### src/rtl/core/rlpp_pkg.sv
`timescale 1ns / 1ps
// ----------------------------------------------------------------------------
// rlpp_pkg
// Shared types and constants for the rectangle layer pixel painter.
// ----------------------------------------------------------------------------
package rlpp_pkg;

  localparam int MaxRects = 16;
  localparam int MaxDim   = 512;
  localparam int IdxW     = $clog2(MaxRects);
  localparam int CntW     = $clog2(MaxRects + 1);
  localparam int EntryW   = 20 * 4 + 9;
  localparam int QDepth   = 2;

  localparam logic [1:0] ReqAdd    = 2'd0;
  localparam logic [1:0] ReqQuery  = 2'd1;
  localparam logic [1:0] ReqClear  = 2'd2;
  localparam logic [1:0] ReqUnused = 2'd3;

  localparam logic [1:0] StOk      = 2'd0;
  localparam logic [1:0] StIgnored = 2'd1;
  localparam logic [1:0] StFull    = 2'd2;
  localparam logic [1:0] StOutside = 2'd3;

  localparam logic [1:0] RegCanvasWidth  = 2'd0;
  localparam logic [1:0] RegCanvasHeight = 2'd1;
  localparam logic [1:0] RegBackground   = 2'd2;

  typedef struct packed {
    logic [1:0]         req_type;
    logic               rect_filled;
    logic               rect_known_type;
    logic signed [19:0] rect_left;
    logic signed [19:0] rect_top;
    logic signed [19:0] rect_width;
    logic signed [19:0] rect_height;
    logic [7:0]         rect_char;
    logic [8:0]         pixel_x;
    logic [8:0]         pixel_y;
  } in_item_t;

  typedef struct packed {
    logic [7:0] pixel_char;
    logic [1:0] status;
  } out_item_t;

  // classified command passed from front to back
  typedef enum logic [1:0] {
    CMD_RESULT,
    CMD_ADD,
    CMD_QUERY,
    CMD_CLEAR
  } cmd_kind_t;

  typedef struct packed {
    cmd_kind_t  kind;
    logic [1:0] status;
    logic [8:0] pixel_x;
    logic [8:0] pixel_y;
    logic [EntryW-1:0] entry;
  } cmd_t;

  typedef enum logic [1:0] {
    BK_IDLE,
    BK_SCAN,
    BK_DRAIN,
    BK_OUT
  } back_state_t;

endpackage

### src/rtl/core/rect_layer_pixel_painter_unit.sv
`timescale 1ns / 1ps
// ----------------------------------------------------------------------------
// rect_layer_pixel_painter_unit
// Rectangle table with pixel queries; front checks, back executes.
// ----------------------------------------------------------------------------
// Add, clear and refused requests go from idle straight to the result state;
// a query scans the table RAM, one read per cycle, then drains the last read.
// The back end takes one request at a time; a two-entry queue lets the
// input side take requests while a result waits. Synchronous reset empties
// the table and restores the canvas registers to 300 x 300, background 32.
module rect_layer_pixel_painter_unit (
  input  logic                clk,
  input  logic                rst,
  input  rlpp_pkg::in_item_t  in_data,
  input  logic                in_valid,
  output logic                in_ready,
  output rlpp_pkg::out_item_t out_data,
  output logic                out_valid,
  input  logic                out_ready,
  input  logic                psel,
  input  logic                penable,
  input  logic                pwrite,
  input  logic [3:0]          paddr,
  input  logic [31:0]         pwdata,
  output logic [31:0]         prdata,
  output logic                pready
);
  import rlpp_pkg::*;

  logic [9:0] canvas_width, canvas_height;
  logic [7:0] background_char;
  cmd_t       q_data;
  logic       q_valid, q_pop;
  logic [CntW-1:0] count;
  logic       wr;

  assign pready = 1'b1;
  assign wr = psel && penable && pwrite;

  always_ff @(posedge clk) begin
    if (rst) begin
      canvas_width    <= 10'd300;
      canvas_height   <= 10'd300;
      background_char <= 8'd32;
    end else if (wr && paddr[1:0] == 2'b00) begin
      unique case (paddr[3:2])
        RegCanvasWidth:  canvas_width    <= pwdata[9:0];
        RegCanvasHeight: canvas_height   <= pwdata[9:0];
        RegBackground:   background_char <= pwdata[7:0];
        default: ;
      endcase
    end
  end

  always_comb begin
    prdata = '0;
    unique case (paddr[3:2])
      RegCanvasWidth:  prdata = {22'd0, canvas_width};
      RegCanvasHeight: prdata = {22'd0, canvas_height};
      RegBackground:   prdata = {24'd0, background_char};
      default:         prdata = '0;
    endcase
  end

  rlpp_front u_front (
    .clk(clk), .rst(rst), .in_data(in_data), .in_valid(in_valid),
    .in_ready(in_ready), .canvas_width(canvas_width),
    .canvas_height(canvas_height), .q_data(q_data), .q_valid(q_valid),
    .q_pop(q_pop)
  );

  rlpp_back u_back (
    .clk(clk), .rst(rst), .q_data(q_data), .q_valid(q_valid), .q_pop(q_pop),
    .background_char(background_char), .out_data(out_data),
    .out_valid(out_valid), .out_ready(out_ready), .count(count)
  );

`ifndef SYNTHESIS
  a_count_range: assert property (@(posedge clk) disable iff (rst)
    count <= CntW'(MaxRects)) else $error("rectangle count overflow");
  a_pop_needs_valid: assert property (@(posedge clk) disable iff (rst)
    q_pop |-> q_valid) else $error("queue popped while empty");
  a_outside_no_char: assert property (@(posedge clk) disable iff (rst)
    out_valid && out_data.status != StOk |-> out_data.pixel_char == 8'd0)
    else $error("character on non-ok result");
`endif

endmodule

### src/rtl/core/rlpp_ram.sv
`timescale 1ns / 1ps
// ----------------------------------------------------------------------------
// rlpp_ram
// Generic single-write, single-read RAM with registered read data.
// ----------------------------------------------------------------------------
module rlpp_ram #(
  parameter int Width = 8,
  parameter int Depth = 16
) (
  input  logic                     clk,
  input  logic                     we,
  input  logic [$clog2(Depth)-1:0] waddr,
  input  logic [Width-1:0]         wdata,
  input  logic [$clog2(Depth)-1:0] raddr,
  output logic [Width-1:0]         rdata
);

  logic [Width-1:0] mem [Depth];

  always_ff @(posedge clk) begin
    if (we) begin
      mem[waddr] <= wdata;
    end
    rdata <= mem[raddr];
  end

endmodule

### src/rtl/core/rlpp_front.sv
`timescale 1ns / 1ps
// ----------------------------------------------------------------------------
// rlpp_front
// Accepts requests, checks them and pushes classified commands to a queue.
// ----------------------------------------------------------------------------
module rlpp_front (
  input  logic                clk,
  input  logic                rst,
  input  rlpp_pkg::in_item_t  in_data,
  input  logic                in_valid,
  output logic                in_ready,
  input  logic [9:0]          canvas_width,
  input  logic [9:0]          canvas_height,
  output rlpp_pkg::cmd_t      q_data,
  output logic                q_valid,
  input  logic                q_pop
);
  import rlpp_pkg::*;

  cmd_t              q_mem [QDepth];
  logic [$clog2(QDepth)-1:0] wr_ptr, rd_ptr;
  logic [$clog2(QDepth):0]   fill;
  logic              push;
  cmd_t              cmd;
  logic [9:0]        cw, ch;

  assign in_ready = (fill != ($clog2(QDepth)+1)'(QDepth));
  assign push     = in_valid && in_ready;
  assign q_valid  = (fill != '0);
  assign q_data   = q_mem[rd_ptr];

  always_comb begin
    cw = (canvas_width > 10'(MaxDim)) ? 10'(MaxDim) : canvas_width;
    ch = (canvas_height > 10'(MaxDim)) ? 10'(MaxDim) : canvas_height;
    cmd.kind    = CMD_RESULT;
    cmd.status  = StOk;
    cmd.pixel_x = in_data.pixel_x;
    cmd.pixel_y = in_data.pixel_y;
    cmd.entry   = {in_data.rect_left, in_data.rect_top, in_data.rect_width,
                   in_data.rect_height, in_data.rect_filled, in_data.rect_char};
    unique case (in_data.req_type)
      ReqAdd: begin
        if (!in_data.rect_known_type || in_data.rect_width <= 0 ||
            in_data.rect_height <= 0) begin
          cmd.status = StIgnored;
        end else begin
          cmd.kind = CMD_ADD;
        end
      end
      ReqQuery: begin
        if ({1'b0, in_data.pixel_x} >= cw || {1'b0, in_data.pixel_y} >= ch) begin
          cmd.status = StOutside;
        end else begin
          cmd.kind = CMD_QUERY;
        end
      end
      ReqClear: cmd.kind = CMD_CLEAR;
      default:  cmd.kind = CMD_RESULT;
    endcase
  end

  always_ff @(posedge clk) begin
    if (push) begin
      q_mem[wr_ptr] <= cmd;
    end
    if (rst) begin
      wr_ptr <= '0;
      rd_ptr <= '0;
      fill   <= '0;
    end else begin
      if (push) wr_ptr <= wr_ptr + 1'b1;
      if (q_pop) rd_ptr <= rd_ptr + 1'b1;
      fill <= fill + (push ? 1'b1 : 1'b0) - (q_pop ? 1'b1 : 1'b0);
    end
  end

endmodule

### src/rtl/core/rlpp_back.sv
`timescale 1ns / 1ps
// ----------------------------------------------------------------------------
// rlpp_back
// Executes commands: stores or clears rectangles and scans the table for queries.
// ----------------------------------------------------------------------------
module rlpp_back (
  input  logic                clk,
  input  logic                rst,
  input  rlpp_pkg::cmd_t      q_data,
  input  logic                q_valid,
  output logic                q_pop,
  input  logic [7:0]          background_char,
  output rlpp_pkg::out_item_t out_data,
  output logic                out_valid,
  input  logic                out_ready,
  output logic [rlpp_pkg::CntW-1:0] count
);
  import rlpp_pkg::*;

  back_state_t state, state_next;
  logic [CntW-1:0] rect_count, rect_count_next;
  logic [CntW-1:0] scan, scan_next;
  logic            hit_valid, hit_valid_next;
  logic [8:0]      qx, qy;
  logic [7:0]      acc, acc_next;
  out_item_t       res, res_next;
  logic            we;
  logic [EntryW-1:0] rdata;
  logic [IdxW-1:0] raddr;
  logic            cmd_take;

  logic signed [20:0] left, top, right, bottom, px, py;
  logic            in_box, edge_hit, covers;

  assign count = rect_count;

  rlpp_ram #(.Width(EntryW), .Depth(MaxRects)) u_table (
    .clk  (clk),
    .we   (we),
    .waddr(rect_count[IdxW-1:0]),
    .wdata(q_data.entry),
    .raddr(raddr),
    .rdata(rdata)
  );

  always_comb begin
    left   = 21'(signed'(rdata[88:69]));
    top    = 21'(signed'(rdata[68:49]));
    right  = left + 21'(signed'(rdata[48:29]));
    bottom = top + 21'(signed'(rdata[28:9]));
    px     = signed'({4'b0, qx, 8'b0});
    py     = signed'({4'b0, qy, 8'b0});
    in_box = (px >= left) && (px <= right) && (py >= top) && (py <= bottom);
    edge_hit = (px - left < 21'sd256) || (right - px < 21'sd256) ||
               (py - top < 21'sd256) || (bottom - py < 21'sd256);
    covers = in_box && (rdata[8] || edge_hit);
  end

  assign out_valid = (state == BK_OUT);
  assign out_data  = res;

  always_comb begin
    state_next      = state;
    rect_count_next = rect_count;
    scan_next       = scan;
    hit_valid_next  = 1'b0;
    acc_next        = acc;
    res_next        = res;
    we              = 1'b0;
    cmd_take        = 1'b0;
    raddr           = scan[IdxW-1:0];
    if (hit_valid && covers) acc_next = rdata[7:0];
    unique case (state)
      BK_IDLE: begin
        if (q_valid) begin
          cmd_take = 1'b1;
          res_next = '{pixel_char: 8'd0, status: q_data.status};
          unique case (q_data.kind)
            CMD_ADD: begin
              if (rect_count == CntW'(MaxRects)) begin
                res_next.status = StFull;
              end else begin
                we = 1'b1;
                rect_count_next = rect_count + 1'b1;
              end
              state_next = BK_OUT;
            end
            CMD_CLEAR: begin
              rect_count_next = '0;
              state_next = BK_OUT;
            end
            CMD_QUERY: begin
              acc_next   = background_char;
              scan_next  = '0;
              state_next = BK_SCAN;
            end
            default: state_next = BK_OUT;
          endcase
        end
      end
      BK_SCAN: begin
        // issue one table read a cycle; test the previous read
        if (scan == rect_count) begin
          state_next = BK_DRAIN;
        end else begin
          hit_valid_next = 1'b1;
          scan_next = scan + 1'b1;
        end
      end
      BK_DRAIN: begin
        res_next   = '{pixel_char: acc_next, status: StOk};
        state_next = BK_OUT;
      end
      BK_OUT: begin
        if (out_ready) state_next = BK_IDLE;
      end
      default: state_next = BK_IDLE;
    endcase
  end

  assign q_pop = cmd_take;

  always_ff @(posedge clk) begin
    if (cmd_take) begin
      qx <= q_data.pixel_x;
      qy <= q_data.pixel_y;
    end
    acc <= acc_next;
    res <= res_next;
    if (rst) begin
      state      <= BK_IDLE;
      rect_count <= '0;
      scan       <= '0;
      hit_valid  <= 1'b0;
    end else begin
      state      <= state_next;
      rect_count <= rect_count_next;
      scan       <= scan_next;
      hit_valid  <= hit_valid_next;
    end
  end

endmodule
### config.mk
export PLATFORM = sky130hd
export DESIGN_NAME = rect_layer_pixel_painter_unit
export DESIGN_NICKNAME = d
export VERILOG_FILES = /design/src/rtl/core/rlpp_pkg.sv /design/src/rtl/core/rect_layer_pixel_painter_unit.sv /design/src/rtl/core/rlpp_ram.sv /design/src/rtl/core/rlpp_front.sv /design/src/rtl/core/rlpp_back.sv
export SDC_FILE = /design/constraint.sdc
export NUM_CORES = 2
export LEC_CHECK = 0
export ABC_AREA = 1
export BUFFER_PORTS_ARGS = -buffer_cell sky130_fd_sc_hd__buf_2
export CORE_MARGIN = 2
export CORE_UTILIZATION = 50
export DETAILED_ROUTE_END_ITERATION = 10
export GPL_TIMING_DRIVEN = 0
export PLACE_DENSITY = 0.7
export SLEW_MARGIN = 20
export SYNTH_ARGS = -nofsm -noshare
export SYNTH_HDL_FRONTEND = slang
export SYNTH_SLANG_ARGS = --single-unit
### constraint.sdc
create_clock -name clk -period 21.1 [get_ports clk]
set_input_delay 3.165 -clock clk [delete_from_list [all_inputs] [get_ports clk]]
set_output_delay 3.165 -clock clk [all_outputs]
set_load 0.01 [all_outputs]
### Word-level counts from Yosys, hierarchy flattened

Memories as Yosys holds them, arrays and structs flattened. A register that Yosys moved wholly into a read port is not among the register bits.
Cells that the tools add are included.

* $add $sub $neg: 12
* order comparisons: 14
* equality and inequality tests: 19
* muxes and demuxes: 43
* bitwise operators: 1
* reductions and logical operators: 33

Operators by type and width (number)
* 21-bit by 10-bit < comparator with 1-bit output, second input constant: 4
* 20-bit by 20-bit adder with 21-bit output: 2
* 18-bit by 21-bit less-or-equal comparator with 1-bit output: 2
* 18-bit by 20-bit subtractor with 21-bit output: 2
* 21-bit by 18-bit subtractor with 21-bit output: 2
* 18-bit by 20-bit greater-or-equal comparator with 1-bit output: 2
* 20-bit by 1-bit less-or-equal comparator with 1-bit output, second input constant: 2
* 8-bit two-way mux: 4
* 10-bit two-way mux: 3
* 10-bit one-hot mux with 3 select lines: 1
* 9-bit by 10-bit greater-or-equal comparator with 1-bit output: 2
* 10-bit > comparator, second input constant: 2
* 5-bit two-way mux: 4
* 10-bit one-hot mux with 2 select lines: 1
* 5-bit one-hot mux with 2 select lines: 2
* 1-bit two-way mux: 17
* 2-bit two-way mux: 8
* 2-bit == test, second input constant: 6
* 5-bit by 1-bit adder with 5-bit output, second input constant: 2
* 2-bit != test, second input constant: 5
* 1-bit logical AND: 9
* 2-bit by 1-bit == test with 1-bit output, second input constant: 4
* 2-bit logical NOT: 4
* 2-bit one-hot mux with 4 select lines: 1
* 16 further kinds: 31

* flip-flop bits (word level): 81
* memory bits (writable): 1646
* input bits: 153
* output and inout bits: 45
* logic and storage cells: 139
* memories: 2

Memories
* u_back.u_table.mem: words 16, bits a word 89, read ports 1, clocked after memory_dff 1, wr ports 1, RTL line rlpp_ram.sv:18 `logic [Width-1:0] mem [Depth];`
* u_front.q_mem: words 2, bits a word 111, read ports 1, clocked after memory_dff 1, wr ports 1, RTL line rlpp_front.sv:20 `cmd_t q_mem [QDepth];`

### Logic depth before layout (Yosys ltp)

* word-level depth: 13
* depth in mapped cells: 30
* mapped depth without buffers: 30

### By module

Synthesis repeated with hierarchy kept, for this count alone.

* cell total of the unflattened synthesis: 7932
* area total of the unflattened synthesis: 80883.8 µm²

By module, submodules not included
* rlpp_ram: instances 1, cells an instance 5843, area an instance 62488.7 µm², seq. area each 44542.7 µm²
* rlpp_front: instances 1, cells an instance 529, area an instance 9034.9 µm², seq. area each 6766.5 µm²
* rlpp_back: instances 1, cells an instance 1309, area an instance 7683.6 µm², seq. area each 1261.2 µm²
* rect_layer_pixel_painter_unit: instances 1, cells an instance 251, area an instance 1676.6 µm², seq. area each 560.5 µm²

### Least setup slack after synthesis

OpenSTA, ideal clock, no wires.

* kind: input port to flip-flop
* start: input port in_valid
* end: memory u_front.q_mem[1][0] (netlist bit), enable pin
* setup time: 0.583 ns
* arrival time: 7.892 ns
* setup slack: 12.625 ns
* stages: 2
* cells stage by stage: nand2_1 > nor2_1

* longest elaborated chain between the ends: 3

Ends and longest elaborated chain
* start, declared: RTL line rect_layer_pixel_painter_unit.sv:15 `input logic in_valid,`
* 1-bit logical AND: RTL line rlpp_front.sv:28 `assign push = in_valid && in_ready;`
* 1-bit two-way mux: RTL line rlpp_front.sv:63 `if (push) begin`
* 1-bit two-way mux (implied by the code): RTL line rlpp_front.sv:64 `q_mem[wr_ptr] <= cmd;`
* end, declared: RTL line rlpp_front.sv:20

No other way between the ends.

### Final worst setup path

* start: input port paddr[2]
* end: output port prdata[6]

* longest elaborated chain between the ends: 2
* elaborated cells on any way between the ends: 4

Ends and longest elaborated chain
* start, declared: RTL line rect_layer_pixel_painter_unit.sv:23 `input logic [3:0] paddr,`
* 2-bit == test, or another cell as far along: RTL line rect_layer_pixel_painter_unit.sv:57 `unique case (paddr[3:2])`
* 10-bit one-hot mux with 3 select lines (*): RTL line rect_layer_pixel_painter_unit.sv:57
* end, declared: RTL line rect_layer_pixel_painter_unit.sv:25 `output logic [31:0] prdata,`

Mark *: on every way between the ends. The rest lies on a longest branch, timed or not.

==> summary.md <==
| Metric | Value |
|---|---|
| CTS tree | `yes` |
| Seq cells post-synth | `about 1800` |
| Clk sink count | `1817` |
| Commonest non-fill, non-tap cell in the layout | `edfxtp_1` |
| Reg clk slew, reported paths | `60 ps` |
| Slew Viols, Final | `0` |
| GR Util All Layers | `27.93%` |
| Post-synth EDFFs | `1674` |
| Crit path max-delay cell type | `nor2_1` |
| Multi-input logic area | `18530 um2` |
| Grt ovf | `0` |
| Sequential area share after synthesis | `approximately 72%` |
| Clk buf depth | `3` |
| Crit. End Element | `output port` |
| Cell count of the worst hold path | `1` |
| Pwr/cell area | `139.7 nW/um2` |
| Core box area | `146100 um2` |
| Critical Path AT | `roughly 4300 ps` |
| R2R cell count | `20` |
| Setup_tns | `0 ps` |
| Post-CTS Setup Repair Bufs | `0` |
| Cells after Synth | `5884` |
| Core Rows | `140` |
| DRT Wirelength | `214100 um` |
| Die span in y | `388.2 um` |
| Tot Pwr | `0.01187 W` |
| Syn avg cell area | `12.54 um2` |
| Initial antenna violation count | `10` |
| Layout area overhead | `15.17%` |
| Vias in the first global route | `between 40000 and 50000` |
| Measured slew at the worst slew-check pin | `1277 ps` |
| Final Non-Filler Cells | `8401` |
| Metal3 WL | `23680 um` |
| Skew-Pair Late Insertion Delay | `around 800 ps` |
| GPL Wtd Cong | `0.9248` |
| Unrepaired setup endpoints after global routing | `false` |
| Maximum clock frequency | `134.2 MHz` |
| Crit Path Max Fanout | `9` |
| Final nets | `~6600` |
| TritonCTS Buffers | `181` |
| Distinct cells, synth | `55` |
| Leakage | `29.49 nW` |
| Tcrit/Tclk final | `35.33%` |
| Post-synth ARST share | `0%` |
| Fin. Hold Viols | `0` |
| Fin crit period | `7454 ps` |
| Share of cells above drive strength 1 | `10.63%` |
| Input/output buffers | `152` |
| CTS root buf | `clkbuf_16` |
| Worst Hold End | `u_front.rd_ptr` |
| Max-Cap Viols | `0` |
| Worst hold start | `u_front.rd_ptr` |
| Number of vias per cell | `6.012` |
| Final routed DRC violation total | `0` |
| Post-CTS Hold Buffers | `0` |
| Met1 WL | `81940 um` |
| Setup violators final | `0` |
| Area of the mapped netlist | `between 70000 and 80000 um2` |
| Final core occ | `about three fifths` |
| Hold crit path type | `flip-flop to flip-flop` |
| Initial Utilization | `50.52%` |
| Most common cell on crit path | `buf_2` |
| R2R setup slack | `15730 ps` |
| Largest net degree at the start of global routing | `25` |
| Seq. cell area | `about 53000 um2` |
| Worst flop-to-flop path endpoint | `u_back.out_data[4]` |
| Fillers | `11390` |
| Detail Route Antenna Nets | `0` |
| Relative slew slack | `14.86%` |
| Post-CTS sizing | `0` |
| Setup Skew | `33.40 ps` |
| First-pass GRT wire length | `311300 um` |
| Die area | `~150000 um2` |
| Status | `finished clean` |
| Vias | `slightly above 50000` |
| Dpl hpwl | `151200 um` |
| Placed cell count | `about 8100` |
| Reg-to-Reg Start | `u_back.u_table.rdata[14]` |
| WL/cell | `~25 um` |
| CP bufs+invs | `3` |
| Max VDD drop | `between 0.09 and 0.1 mV` |
| CP required | `17940 ps` |
| CP max stage delay | `about 460 ps` |
| Critical path's top delay family | `simple AND/OR/NAND/NOR gates` |
| Initial drt markers | `6522` |
| Top sig layer | `met5` |
| DR pass1 iterations | `6` |
| Most frequent cells in the layout | `edfxtp_1 (1674), nor2_1 (886), o21ai_0 (768)` |
| Ys Warns | `0` |
| Htree depth | `4` |
| CP Cell Sequence | `buf_2 -> inv_1 -> nor2_1 -> nand2_1 -> o221ai_1 -> buf_2` |
| Crit path kind | `primary input to output port` |
| Met2 routed WL | `98440 um` |
| Die Width | `388.2 um` |
| Io pins | `about 200` |
| Top FF cell, synth | `edfxtp_1` |
| Worst setup SP type | `primary input` |
registers in the layout, summed over array words and instances, names as in the netlist, named ones only:
name	cells
u_front.fill	2
u_back.u_table.rdata	89
u_back.count	5
u_front.wr_ptr	1
u_back.qx	9
u_back.hit_valid	1
background_char	8
u_front.q_mem	222
u_back.scan	5
u_back.state	2
canvas_height	10
u_back.acc	8
u_back.out_data	10
canvas_width	10
u_back.u_table.mem	1424
u_back.qy	9
u_front.rd_ptr	1
stage by stage:
stage	setup slack (ps)	hold WS [ps]	area [um2]
after floorplan	12620	425.6	73880
after global placement	8766	435.2	77040
after detailed placement	13640	449.6	79220
after CTS	13640	470.9	84990
after global routing	13470	483.6	84990
final	13650	469.6	85000
final cells by class:
| cell class | instances | area share (%) |
|---|---|---|
| Sequential cell | 1817 | 62.51 |
| Buffer | 327 | 1.572 |
| Multi-Input combinational cell | 3481 | 21.80 |
| Timing Repair Buffer | 239 | 3.264 |
| Antenna cell | 5 | 0.01472 |
| Inverter | 280 | 1.237 |
| Tap cell | 1917 | 2.822 |
| Clock buffer | 251 | 6.003 |
| Clock inverter | 84 | 0.7772 |
how the worst max path moves through the flow:
stage	start	endpoint	slack, ps	cells past startpoint
6_report	paddr[2]	prdata[6]	13650	6
5_1_grt	paddr[2]	prdata[5]	13470	6
4_1_cts	paddr[2]	prdata[5]	13640	6
3_5_place_dp	paddr[2]	prdata[5]	13640	6
3_3_place_gp	in_valid	u_front.q_mem[1][48]	8770	3
2_1_floorplan	in_valid	u_front.q_mem[1][0]	12620	2
worst reg2reg max path: cells and delay by family, from the launching register on:
family                   cells  cell delay (ps)
AND/OR/NAND/NOR             12             2230
AO/OA/AOI/OAI                4             1150
adder cells (fa/ha/maj)      2              800
flip-flops                   1              650
XOR/XNOR                     1              210
buffers and inverters        1               50
report_power, final:
group	total [W]	switching [W]	internal (W)
Combinational	0.00416	0.00298	0.00119
Clock	0.00313	0.00135	0.00178
Sequential	0.00458	0.000178	0.00440
Yosys cell counts (all sizes together), types with 4 or more instances:
cell type / count / area [um2]
ha: 105 / 1314
edfxtp: 1674 / 50270
a21oi: 90 / 465.5
nor3: 22 / 110.1
o22ai: 215 / 1345
nand4: 28 / 175.2
o221ai: 152 / 1331
buf: 43 / 251.5
nor2: 910 / 3431
fa: 4 / 80.08
xor2: 21 / 183.9
clkbuf: 284 / 1066
nor3b: 4 / 30.03
o211ai: 43 / 322.8
nand3b: 8 / 60.06
nand3: 261 / 1321
nor4: 14 / 93.84
nand2: 640 / 2464
a31oi: 11 / 68.82
dfxtp: 143 / 2863
o21bai: 9 / 67.56
mux2: 107 / 1205
o21ai: 770 / 3854
xnor2: 13 / 113.9
inv: 277 / 1040
cell families after synthesis:
logic type,share of synthesized area [%]
AO/OA/AOI/OAI,10.39
buffers and inverters,3.209
other,0.01018
AND/OR/NAND/NOR,10.45
adder cells (fa/ha/maj),1.889
XOR/XNOR,0.4035
flip-flops,71.99
multiplexers,1.660
layer usage:
metal / up-vias / track usage, %
met4: 4 / 12.65
li1: 22430 / -
met2: 2944 / 43.89
met3: 473 / 6.161
met5: - / 0
met1: 24660 / 37.36
(Power assumes the default switching activity.)
